### src/rtl/multichannel_phase_unwrap_assert.svh
// Assertion macros for the multichannel phase unwrapper.
// Used by the top level; expects signals named clock and reset in scope.
`ifndef MULTICHANNEL_PHASE_UNWRAP_ASSERT_SVH
`define MULTICHANNEL_PHASE_UNWRAP_ASSERT_SVH

// Condition that must hold at every edge outside reset.
`define MPU_CHECK_ALWAYS(lbl, expr, msg) \
   lbl: assert property (@(posedge clock) disable iff (reset) (expr)) else $error(msg);

// Trigger at one edge implies the outcome at the next edge.
`define MPU_CHECK_NEXT(lbl, pre, post, msg) \
   lbl: assert property (@(posedge clock) disable iff (reset) (pre) |=> (post)) else $error(msg);

`endif

### src/rtl/mpu_pkg.sv
// Shared constants, register codes and word types of the phase unwrapper.
// No dependencies; imported by every module of the block.
`default_nettype none

package mpu_pkg;

   localparam int CHAN_W      = 2;
   localparam int CHANNELS    = 1 << CHAN_W;
   localparam int PHASE_W     = 32;
   localparam int TOL_W       = 31;
   localparam int BLOCK_STEPS = 64;
   localparam int STEP_W      = $clog2(BLOCK_STEPS);
   localparam int CSR_IDX_W   = 2;
   localparam int CSR_DATA_W  = 32;

   localparam logic [TOL_W-1:0] TOL_RESET    = 31'd205887;
   localparam logic             ENABLE_RESET = 1'b1;

   // 2*pi in Q16.16
   localparam int                CONST_W  = 19;
   localparam logic [CONST_W-1:0] TWO_PI_Q = 19'd411775;

   // jump magnitude, reciprocal multiply, quotient, product and correction widths
   localparam int MAG_W       = PHASE_W + 1;
   localparam int RECIP_SHIFT = 45;
   localparam int RECIP_W     = 27;
   localparam logic [RECIP_W-1:0] RECIP =
      RECIP_W'((64'd1 << RECIP_SHIFT) / 64'(TWO_PI_Q));
   localparam int QUO_W  = 14;
   localparam int PROD_W = MAG_W;
   localparam int CORR_W = PROD_W + 1;
   localparam int WIDE_W = CORR_W + 1;

   localparam logic [CORR_W-1:0] TWO_PI_X1 = CORR_W'(TWO_PI_Q);
   localparam logic [CORR_W-1:0] TWO_PI_X2 = CORR_W'(64'(TWO_PI_Q) * 64'd2);

   typedef enum logic [CSR_IDX_W-1:0] {
      REG_TOLERANCE = 2'd0,
      REG_ENABLE    = 2'd1
   } csr_reg_type;

   typedef struct packed {
      logic [CHAN_W-1:0]         channel;
      logic signed [PHASE_W-1:0] phase;
      logic                      wr;      // update last phase of this channel
      logic                      unwrap;  // correction allowed (enabled, not step 0)
   } item_type;

   typedef struct packed {
      logic [CHAN_W-1:0]         channel;
      logic signed [PHASE_W-1:0] phase;
      logic                      wr;
      logic                      fix;     // jump exceeded tolerance
      logic                      neg;     // sample below last phase
   } carry_type;

   typedef struct packed {
      logic [CHAN_W-1:0]         channel;
      logic signed [PHASE_W-1:0] phase;
      logic                      wr;
   } result_type;

endpackage

`default_nettype wire

### src/rtl/mpu_phase_mem.sv
// Last-phase store: one entry per channel, registered read, per-entry valid bits.
// Depends on mpu_pkg.
`default_nettype none

module mpu_phase_mem import mpu_pkg::*; (
   input  logic                      clock,
   input  logic                      reset,
   input  logic                      rd_en,
   input  logic [CHAN_W-1:0]         rd_addr,
   output logic signed [PHASE_W-1:0] rd_data,
   input  logic                      wr_en,
   input  logic [CHAN_W-1:0]         wr_addr,
   input  logic signed [PHASE_W-1:0] wr_data
);

   logic signed [PHASE_W-1:0] phase_mem [CHANNELS];
   logic [CHANNELS-1:0]       vld_ff;
   logic [CHANNELS-1:0]       vld_in;
   logic signed [PHASE_W-1:0] q_ff;
   logic                      qv_ff;

   always_comb begin
      vld_in = vld_ff;
      if (wr_en) begin
         vld_in[wr_addr] = 1'b1;
      end
   end

   always_ff @(posedge clock) begin
      if (reset) begin
         vld_ff <= '0;
         qv_ff  <= 1'b0;
      end else begin
         vld_ff <= vld_in;
         if (rd_en) begin
            qv_ff <= vld_ff[rd_addr];
         end
      end
   end

   always_ff @(posedge clock) begin
      if (wr_en) begin
         phase_mem[wr_addr] <= wr_data;
      end
   end

   always_ff @(posedge clock) begin
      if (rd_en) begin
         q_ff <= phase_mem[rd_addr];
      end
   end

   // never-written entries read as the reset value, zero
   assign rd_data = qv_ff ? q_ff : '0;

endmodule

`default_nettype wire

### src/rtl/mpu_corr_pipe.sv
// Five-stage correction pipeline: jump, reciprocal quotient, product,
// correction, then add/subtract with clamp. Depends on mpu_pkg.
`default_nettype none

module mpu_corr_pipe import mpu_pkg::*; (
   input  logic                      clock,
   input  logic                      reset,
   input  logic                      in_valid,
   input  item_type                  in_item,
   output logic                      in_ready,
   input  logic signed [PHASE_W-1:0] prev_phase,
   input  logic [TOL_W-1:0]          tolerance,
   input  logic                      out_ready,
   output logic                      out_valid,
   output result_type                out_result,
   output logic [CHANNELS-1:0]       busy
);

   logic                s1_vld_ff, s2_vld_ff, s3_vld_ff, s4_vld_ff, s5_vld_ff;
   logic                rdy1, rdy2, rdy3, rdy4, rdy5;
   item_type            s1_item_ff;
   carry_type           s2_ctl_ff, s3_ctl_ff, s4_ctl_ff, s5_ctl_ff;
   carry_type           s2_ctl_in;
   logic [MAG_W-1:0]    s2_mag_ff, s3_mag_ff, s4_mag_ff;
   logic [QUO_W-1:0]    s3_quo_ff;
   logic [PROD_W-1:0]   s4_prod_ff;
   logic [CORR_W-1:0]   s5_corr_ff;

   logic [MAG_W-1:0]          jump;
   logic [MAG_W-1:0]          mag;
   logic                      over;
   logic [MAG_W+RECIP_W-1:0]  quo_full;
   logic [PROD_W-1:0]         prod;
   logic [CORR_W-1:0]         corr1, corr2;
   logic                      ge;
   logic signed [WIDE_W-1:0]  x_wide, corr_wide, sum;
   logic signed [PHASE_W-1:0] clamped;
   logic                      sat;

   assign rdy5     = !s5_vld_ff || out_ready;
   assign rdy4     = !s4_vld_ff || rdy5;
   assign rdy3     = !s3_vld_ff || rdy4;
   assign rdy2     = !s2_vld_ff || rdy3;
   assign rdy1     = !s1_vld_ff || rdy2;
   assign in_ready = rdy1;

   // jump against the stored phase and tolerance test
   always_comb begin
      jump = {s1_item_ff.phase[PHASE_W-1], s1_item_ff.phase}
           - {prev_phase[PHASE_W-1], prev_phase};
      mag  = jump[MAG_W-1] ? (~jump + MAG_W'(1)) : jump;
      over = mag > MAG_W'(tolerance);
      s2_ctl_in.channel = s1_item_ff.channel;
      s2_ctl_in.phase   = s1_item_ff.phase;
      s2_ctl_in.wr      = s1_item_ff.wr;
      s2_ctl_in.fix     = s1_item_ff.unwrap && over;
      s2_ctl_in.neg     = jump[MAG_W-1];
   end

   // quotient estimate, at most one below floor(mag / 2pi)
   assign quo_full = MAG_W'(s2_mag_ff) * (MAG_W+RECIP_W)'(RECIP);
   assign prod     = PROD_W'(s3_quo_ff) * PROD_W'(TWO_PI_Q);

   // correction (d+1)*2pi: bump the estimate when the remainder reaches 2pi
   always_comb begin
      corr1 = {1'b0, s4_prod_ff} + TWO_PI_X1;
      corr2 = {1'b0, s4_prod_ff} + TWO_PI_X2;
      ge    = {1'b0, s4_mag_ff} >= corr1;
   end

   // apply and clamp to Q16.16
   always_comb begin
      x_wide    = WIDE_W'(s5_ctl_ff.phase);
      corr_wide = $signed({1'b0, s5_corr_ff});
      sum       = s5_ctl_ff.neg ? (x_wide + corr_wide) : (x_wide - corr_wide);
      sat       = (sum[WIDE_W-1:PHASE_W-1] != '0) && (sum[WIDE_W-1:PHASE_W-1] != '1);
      if (sat) begin
         clamped = sum[WIDE_W-1] ? {1'b1, {(PHASE_W-1){1'b0}}}
                                 : {1'b0, {(PHASE_W-1){1'b1}}};
      end else begin
         clamped = sum[PHASE_W-1:0];
      end
      out_result.channel = s5_ctl_ff.channel;
      out_result.phase   = s5_ctl_ff.fix ? clamped : s5_ctl_ff.phase;
      out_result.wr      = s5_ctl_ff.wr;
   end

   assign out_valid = s5_vld_ff;

   // channels with a write-back still in flight
   always_comb begin
      busy = '0;
      if (s1_vld_ff && s1_item_ff.wr) busy[s1_item_ff.channel] = 1'b1;
      if (s2_vld_ff && s2_ctl_ff.wr)  busy[s2_ctl_ff.channel]  = 1'b1;
      if (s3_vld_ff && s3_ctl_ff.wr)  busy[s3_ctl_ff.channel]  = 1'b1;
      if (s4_vld_ff && s4_ctl_ff.wr)  busy[s4_ctl_ff.channel]  = 1'b1;
      if (s5_vld_ff && s5_ctl_ff.wr)  busy[s5_ctl_ff.channel]  = 1'b1;
   end

   always_ff @(posedge clock) begin
      if (reset) begin
         s1_vld_ff <= 1'b0;
         s2_vld_ff <= 1'b0;
         s3_vld_ff <= 1'b0;
         s4_vld_ff <= 1'b0;
         s5_vld_ff <= 1'b0;
      end else begin
         if (rdy1) s1_vld_ff <= in_valid;
         if (rdy2) s2_vld_ff <= s1_vld_ff;
         if (rdy3) s3_vld_ff <= s2_vld_ff;
         if (rdy4) s4_vld_ff <= s3_vld_ff;
         if (rdy5) s5_vld_ff <= s4_vld_ff;
      end
   end

   always_ff @(posedge clock) begin
      if (rdy1 && in_valid) begin
         s1_item_ff <= in_item;
      end
      if (rdy2 && s1_vld_ff) begin
         s2_ctl_ff <= s2_ctl_in;
         s2_mag_ff <= mag;
      end
      if (rdy3 && s2_vld_ff) begin
         s3_ctl_ff <= s2_ctl_ff;
         s3_mag_ff <= s2_mag_ff;
         s3_quo_ff <= quo_full[RECIP_SHIFT +: QUO_W];
      end
      if (rdy4 && s3_vld_ff) begin
         s4_ctl_ff  <= s3_ctl_ff;
         s4_mag_ff  <= s3_mag_ff;
         s4_prod_ff <= prod;
      end
      if (rdy5 && s4_vld_ff) begin
         s5_ctl_ff  <= s4_ctl_ff;
         s5_corr_ff <= ge ? corr2 : corr1;
      end
   end

endmodule

`default_nettype wire

### src/rtl/multichannel_phase_unwrap.sv
// Top level of the multichannel phase unwrapper: handshakes, registers,
// step counter, hazard check and output register. Depends on mpu_pkg,
// mpu_phase_mem, mpu_corr_pipe and multichannel_phase_unwrap_assert.svh.
//
//   channel  direction  handshake            word
//   req_     in         req_valid/req_stall  channel, phase_in, step_end
//   rsp_     out        rsp_valid/rsp_stall  channel_out, phase_out
//   csr_     in         csr_valid/csr_ready  csr_index, csr_wdata
//
// rsp_valid rises once an accepted word has passed the memory read, which shares the
// first of five correction stages, and then the output register.
// One word per cycle across channels while req_stall is low; a word whose channel has an
// earlier write-back in flight holds until that word writes back.
// Synchronous reset clears control state and marks every last phase as zero.
// rsp_stall backs up the pipeline stage by stage and lengthens that hold.
`default_nettype none
`include "multichannel_phase_unwrap_assert.svh"

module multichannel_phase_unwrap import mpu_pkg::*; (
   input  logic                         clock,
   input  logic                         reset,
   input  logic                         req_valid,
   output logic                         req_stall,
   input  logic [CHAN_W-1:0]            req_channel,
   input  logic signed [PHASE_W-1:0]    req_phase_in,
   input  logic                         req_step_end,
   output logic                         rsp_valid,
   input  logic                         rsp_stall,
   output logic [CHAN_W-1:0]            rsp_channel_out,
   output logic signed [PHASE_W-1:0]    rsp_phase_out,
   input  logic                         csr_valid,
   output logic                         csr_ready,
   input  logic [CSR_IDX_W-1:0]         csr_index,
   input  logic [CSR_DATA_W-1:0]        csr_wdata
);

   logic [TOL_W-1:0]          tolerance_ff, tolerance_in;
   logic                      enable_ff, enable_in;
   logic [STEP_W-1:0]         step_count_ff, step_count_in;
   logic                      rsp_valid_ff, rsp_valid_in;
   logic [CHAN_W-1:0]         rsp_channel_ff;
   logic signed [PHASE_W-1:0] rsp_phase_ff;

   logic                      req_fire;
   logic                      hazard;
   logic                      pipe_rdy;
   logic [CHANNELS-1:0]       busy;
   logic                      chan_ok;
   item_type                  item;
   logic signed [PHASE_W-1:0] prev_phase;
   logic                      res_valid;
   result_type                res;
   logic                      out_rdy;
   logic                      res_take;
   logic                      mem_wr_en;
   logic [CHAN_W-1:0]         mem_wr_addr;

   // ---------------- configuration ----------------
   assign csr_ready = 1'b1;

   always_comb begin
      tolerance_in = tolerance_ff;
      enable_in    = enable_ff;
      if (csr_valid && csr_ready) begin
         case (csr_index)
            REG_TOLERANCE: tolerance_in = csr_wdata[TOL_W-1:0];
            REG_ENABLE:    enable_in    = csr_wdata[0];
            default:       ;  // drop writes to unknown registers
         endcase
      end
   end

   // ---------------- input side ----------------
   // Hold a word whose channel still has a write-back pending, so the
   // memory read always sees the latest last phase.
   assign hazard    = busy[req_channel];
   assign req_stall = !pipe_rdy || hazard;
   assign req_fire  = req_valid && !req_stall;

   assign chan_ok = (CHAN_W+1)'(req_channel) < (CHAN_W+1)'(CHANNELS);

   always_comb begin
      item.channel = req_channel;
      item.phase   = req_phase_in;
      item.wr      = enable_ff && chan_ok;
      item.unwrap  = enable_ff && chan_ok && (step_count_ff != '0);
   end

   // Advance the time-step counter on every accepted step end, enabled or not.
   always_comb begin
      step_count_in = step_count_ff;
      if (req_fire && req_step_end) begin
         if (step_count_ff == STEP_W'(BLOCK_STEPS - 1)) begin
            step_count_in = '0;
         end else begin
            step_count_in = step_count_ff + STEP_W'(1);
         end
      end
   end

   // ---------------- state memory and pipeline ----------------
   mpu_phase_mem u_mem (
      .clock   (clock),
      .reset   (reset),
      .rd_en   (req_fire),
      .rd_addr (req_channel),
      .rd_data (prev_phase),
      .wr_en   (mem_wr_en),
      .wr_addr (mem_wr_addr),
      .wr_data (res.phase)
   );

   mpu_corr_pipe u_pipe (
      .clock      (clock),
      .reset      (reset),
      .in_valid   (req_fire),
      .in_item    (item),
      .in_ready   (pipe_rdy),
      .prev_phase (prev_phase),
      .tolerance  (tolerance_ff),
      .out_ready  (out_rdy),
      .out_valid  (res_valid),
      .out_result (res),
      .busy       (busy)
   );

   // Write back the result as it leaves the pipeline.
   assign res_take    = res_valid && out_rdy;
   assign mem_wr_en   = res_take && res.wr;
   assign mem_wr_addr = res.channel;

   // ---------------- output register ----------------
   assign out_rdy = !rsp_valid_ff || !rsp_stall;

   always_comb begin
      rsp_valid_in = rsp_valid_ff;
      if (out_rdy) begin
         rsp_valid_in = res_valid;
      end
   end

   always_ff @(posedge clock) begin
      if (reset) begin
         tolerance_ff  <= TOL_RESET;
         enable_ff     <= ENABLE_RESET;
         step_count_ff <= '0;
         rsp_valid_ff  <= 1'b0;
      end else begin
         tolerance_ff  <= tolerance_in;
         enable_ff     <= enable_in;
         step_count_ff <= step_count_in;
         rsp_valid_ff  <= rsp_valid_in;
      end
   end

   always_ff @(posedge clock) begin
      if (res_take) begin
         rsp_channel_ff <= res.channel;
         rsp_phase_ff   <= res.phase;
      end
   end

   assign rsp_valid       = rsp_valid_ff;
   assign rsp_channel_out = rsp_channel_ff;
   assign rsp_phase_out   = rsp_phase_ff;

   // ---------------- checks ----------------
   `MPU_CHECK_ALWAYS(a_no_rw_clash, !(mem_wr_en && req_fire && (mem_wr_addr == req_channel)), "read of a channel during its own write-back")
   `MPU_CHECK_NEXT(a_pipe_hold, res_valid && !out_rdy, res_valid && $stable(res.phase), "pipeline result changed while blocked")
   `MPU_CHECK_NEXT(a_step_wrap, req_fire && req_step_end && (step_count_ff == STEP_W'(BLOCK_STEPS - 1)), step_count_ff == '0, "step counter did not wrap")

endmodule

`default_nettype wire

### config.mk
export PLATFORM = sky130hd
export DESIGN_NAME = multichannel_phase_unwrap
export DESIGN_NICKNAME = d
export VERILOG_FILES = /design/src/rtl/mpu_pkg.sv /design/src/rtl/mpu_phase_mem.sv /design/src/rtl/mpu_corr_pipe.sv /design/src/rtl/multichannel_phase_unwrap.sv
export VERILOG_INCLUDE_DIRS = /design/src /design/src/rtl
export SDC_FILE = /design/constraint.sdc
export NUM_CORES = 2
export LEC_CHECK = 0
export ABC_AREA = 1
export BUFFER_PORTS_ARGS = -buffer_cell sky130_fd_sc_hd__buf_2
export CORE_MARGIN = 10
export CORE_UTILIZATION = 65
export DETAILED_ROUTE_END_ITERATION = 8
export GPL_TIMING_DRIVEN = 0
export PLACE_DENSITY = 0.82
export SYNTH_ARGS = -nofsm -noshare
export SYNTH_HDL_FRONTEND = slang
export SYNTH_HIERARCHICAL = 1
export SYNTH_SLANG_ARGS = --single-unit
### constraint.sdc
create_clock -name clock -period 11.17 [get_ports clock]
set_input_delay 2.7925 -clock clock [delete_from_list [all_inputs] [get_ports clock]]
set_output_delay 2.7925 -clock clock [all_outputs]
set_load 0.02 [all_outputs]
==> flow_summary_export.csv <==
group,metric,value,unit
drt,drtPass1Iterations,8,
logic_synthesis,async_flop_share,0,%
logic_synthesis,synth.top_cells.by_area,"edfxtp_1 (35%), fa_1 (18%), ha_1 (13%)",
drt,drt_iter0_markers,3626,
timing,rsz0062_at_grt,"false",
timing,finalCritPeriodShare,66.9,%
die,core_area,74200,µm²
timing,drv_slew,0,
logic_synthesis,ys_ff_latch,607,
cts,cts_hold_buf,0,
logic_synthesis,syn_area_per_cell,9.64,µm²
worst_hold_path,hold_class,"reg -> reg",
drt,ant_nets,0,
cts,tritoncts,"yes",
logic_synthesis,synth-edff-count,558,
logic_synthesis,netlist_instances,5033,
run_status,outcome,"finished clean",
timing,holdWs,383,ps
cts,clkTransAtPathRegs,70,ps
global_route,grt_pass1_vias,35826,
logic_synthesis,ys_seq_area_share,36.6,%
drt,viasPerCell,5.77,
cells_and_area,regArea,17700,µm²
global_route,gr-total-overflow,0,
timing,max-slew-margin-rel,38.2,%
critical_path,startpoint_type,"input pin",
logic_synthesis,synth_common_cells,"inv_1 (1137), nand2_1 (771), edfxtp_1 (558)",
drt,wl,131,mm
timing,period_minus_slack,7480,ps
logic_synthesis,synth_cell_types,62,
cells_and_area,nFillCells,5319,
cts,cts_resized,0,
cts,cts_buffers,60,
drt,wire_per_inst,21.0,µm
logic_synthesis,mappedNetlistNets,6020,
die,die_area,85900,µm²
timing,hold_viol_final,0,
placement,gp_congestion,0.998,
critical_path,endpoint_kind,"output port",
flow_run,maxCapViolCount,0,
timing,max_freq,134,MHz
cts,cts_htree_levels,2,
placement,io_buffers,108,
global_route,antenna_found_initial,1,
cts,clock-sinks,607,
critical_path,worstSetupPathType,"in -> out",
die,die_y,293,µm
timing,tightestPinTransition,926,ps
timing,fin_tns_setup,0,ps
cts,clockBufferDepth,3,
global_route,track_usage,30.4,%
timing,setup_viol,0,
critical_path,crit_start,"rsp_stall",
logic_synthesis,yosys.area.top_type,"edfxtp_1",
logic_synthesis,synth-main-ff-cell,"edfxtp_1",
die,io_pins,111,
die,die_w,293,µm
cts,root_buffer,"clkbuf_16",
timing,finalClockSkew,71.4,ps
cells_and_area,multi_input_area,26100,µm²
worst_hold_path,worstHoldStart,"u_pipe/s3_mag_ff[3]",
cells_and_area,drive_above_1_share,6.31,%
placement,hpwlAfterDp,104,mm
die,num_rows,100,
global_route,grt_first_pass_wirelength,202,mm
critical_path,required,8380,ps
drt,drc,0,
die,initial_core_util,65.4,%
critical_path,path_max_fanout,4,
drt,vias,35984,
logic_synthesis,synth_top_area_share,34.6,%
cells_and_area,syn_to_final_growth,8.65,%
logic_synthesis,synth_most_common_cell,"inv_1",
critical_path,r2r-start,"u_pipe/s2_mag_ff[14]",
cts,clk_latency,670,ps
logic_synthesis,yosys_warnings,6,
cts,cts_setup_buffers,0,
logic_synthesis,synth_area,48500,µm²
critical_path,arrival,4690,ps
cells_and_area,nets,6199,
global_route,grt_start_max_net_pins,71,
==> sequential cells by signal (all words and copies together), names as in the netlist, 31 cells and up <==
| register | cells |
|---|---|
| u_pipe/s4_prod_ff | 33 |
| u_pipe/s2_ctl_ff | 37 |
| u_pipe/s4_ctl_ff | 37 |
| u_pipe/s5_corr_ff | 34 |
| u_pipe/s1_item_ff | 36 |
| u_pipe/s5_ctl_ff | 34 |
| tolerance_ff | 31 |
| u_pipe/s2_mag_ff | 33 |
| u_pipe/s3_mag_ff | 33 |
| rsp_phase_out | 32 |
| u_mem/phase_mem | 128 |
| u_pipe/s3_ctl_ff | 37 |
| u_pipe/s4_mag_ff | 33 |
| u_mem/q_ff | 32 |
==> per-stage QoR <==
stage	instance area, µm²	instances	utilization, %	setup WS (ps)
floorplan	48500	5033	-	3840
CTS	52700	6231	71.0	3700
global route	52700	6232	71.0	3420
finish	52700	6233	71.0	3690
global placement	50200	6110	67.7	2220
detailed placement	50500	6118	68.0	3720
==> worst max-delay path, stage by stage <==
cell	delay, ps
buf_2	70
nand2_1	80
nor2_1	240
inv_1	90
nor2_1	90
inv_1	80
nor2_1	100
inv_1	80
nor2_1	230
inv_1	100
nor2_1	220
inv_1	160
nand2_1	160
buf_2	190
==> metal layers <==
metal | track usage [%] | up-vias | part of all wire [%]
met3 | 6.05 | 287 | 9.9
met5 | 0 | - | 0
met4 | 10.2 | 0 | 3.6
met2 | 48.7 | 1838 | 46
met1 | 41.3 | 17328 | 40
li1 | - | 16531 | -
==> layout make-up <==
type,instances,area share [%]
sequential,607,33.7
multi-input combinational,3219,49.5
clock buffer,71,3.07
clock inverter,42,1.07
timing repair buffer,117,1.45
buffer,63,0.755
antenna,1,0.00475
tap,969,2.30
inverter,1144,8.16
==> logic make-up (layout without fill, tap and decap cells) <==
logic type | after synthesis | count (layout) | share of synthesized area [%]
compound gates | 613 | 613 | 7.17
buf+inv | 1207 | 1437 | 9.67
xor+xnor | 198 | 198 | 3.58
simple gates | 1494 | 1494 | 12.8
fa+ha+maj | 913 | 913 | 30.1
other cells | 1 | 2 | 0.00773
flops | 607 | 607 | 36.6
==> cell usage in the layout (no fill, tap or decap), drive strengths merged, types with 3 or more instances in the layout <==
cell      count
inv        1148
nand2       780
edfxtp      558
ha          487
fa          426
nor2        424
a21oi       235
o21ai       222
buf         161
xor2        154
nand3       150
clkbuf       90
nor3         61
dfxtp        49
nand4        48
xnor2        44
o22ai        34
a31oi        28
o21bai       21
clkinv       21
o21a         15
a21o         15
nor4         13
o31ai        11
bufinv       11
a21boi        9
clkinvlp      6
or2           6
nand3b        5
a211oi        4
o211ai        4
o221ai        3
a221oi        3
and2          3
o311ai        3
==> final timing paths <==
check	endpoint	slack, ps	depth (start not counted)
min reg2reg	u_pipe/s4_mag_ff[3]	380	0
max reg2reg	u_pipe/s3_quo_ff[5]	4010	25
max	req_stall	3690	14
min	u_pipe/s4_mag_ff[3]	380	0
Power is not shown: default switching activity piles up to over one toggle a cycle in this logic, so the estimate is an artifact.
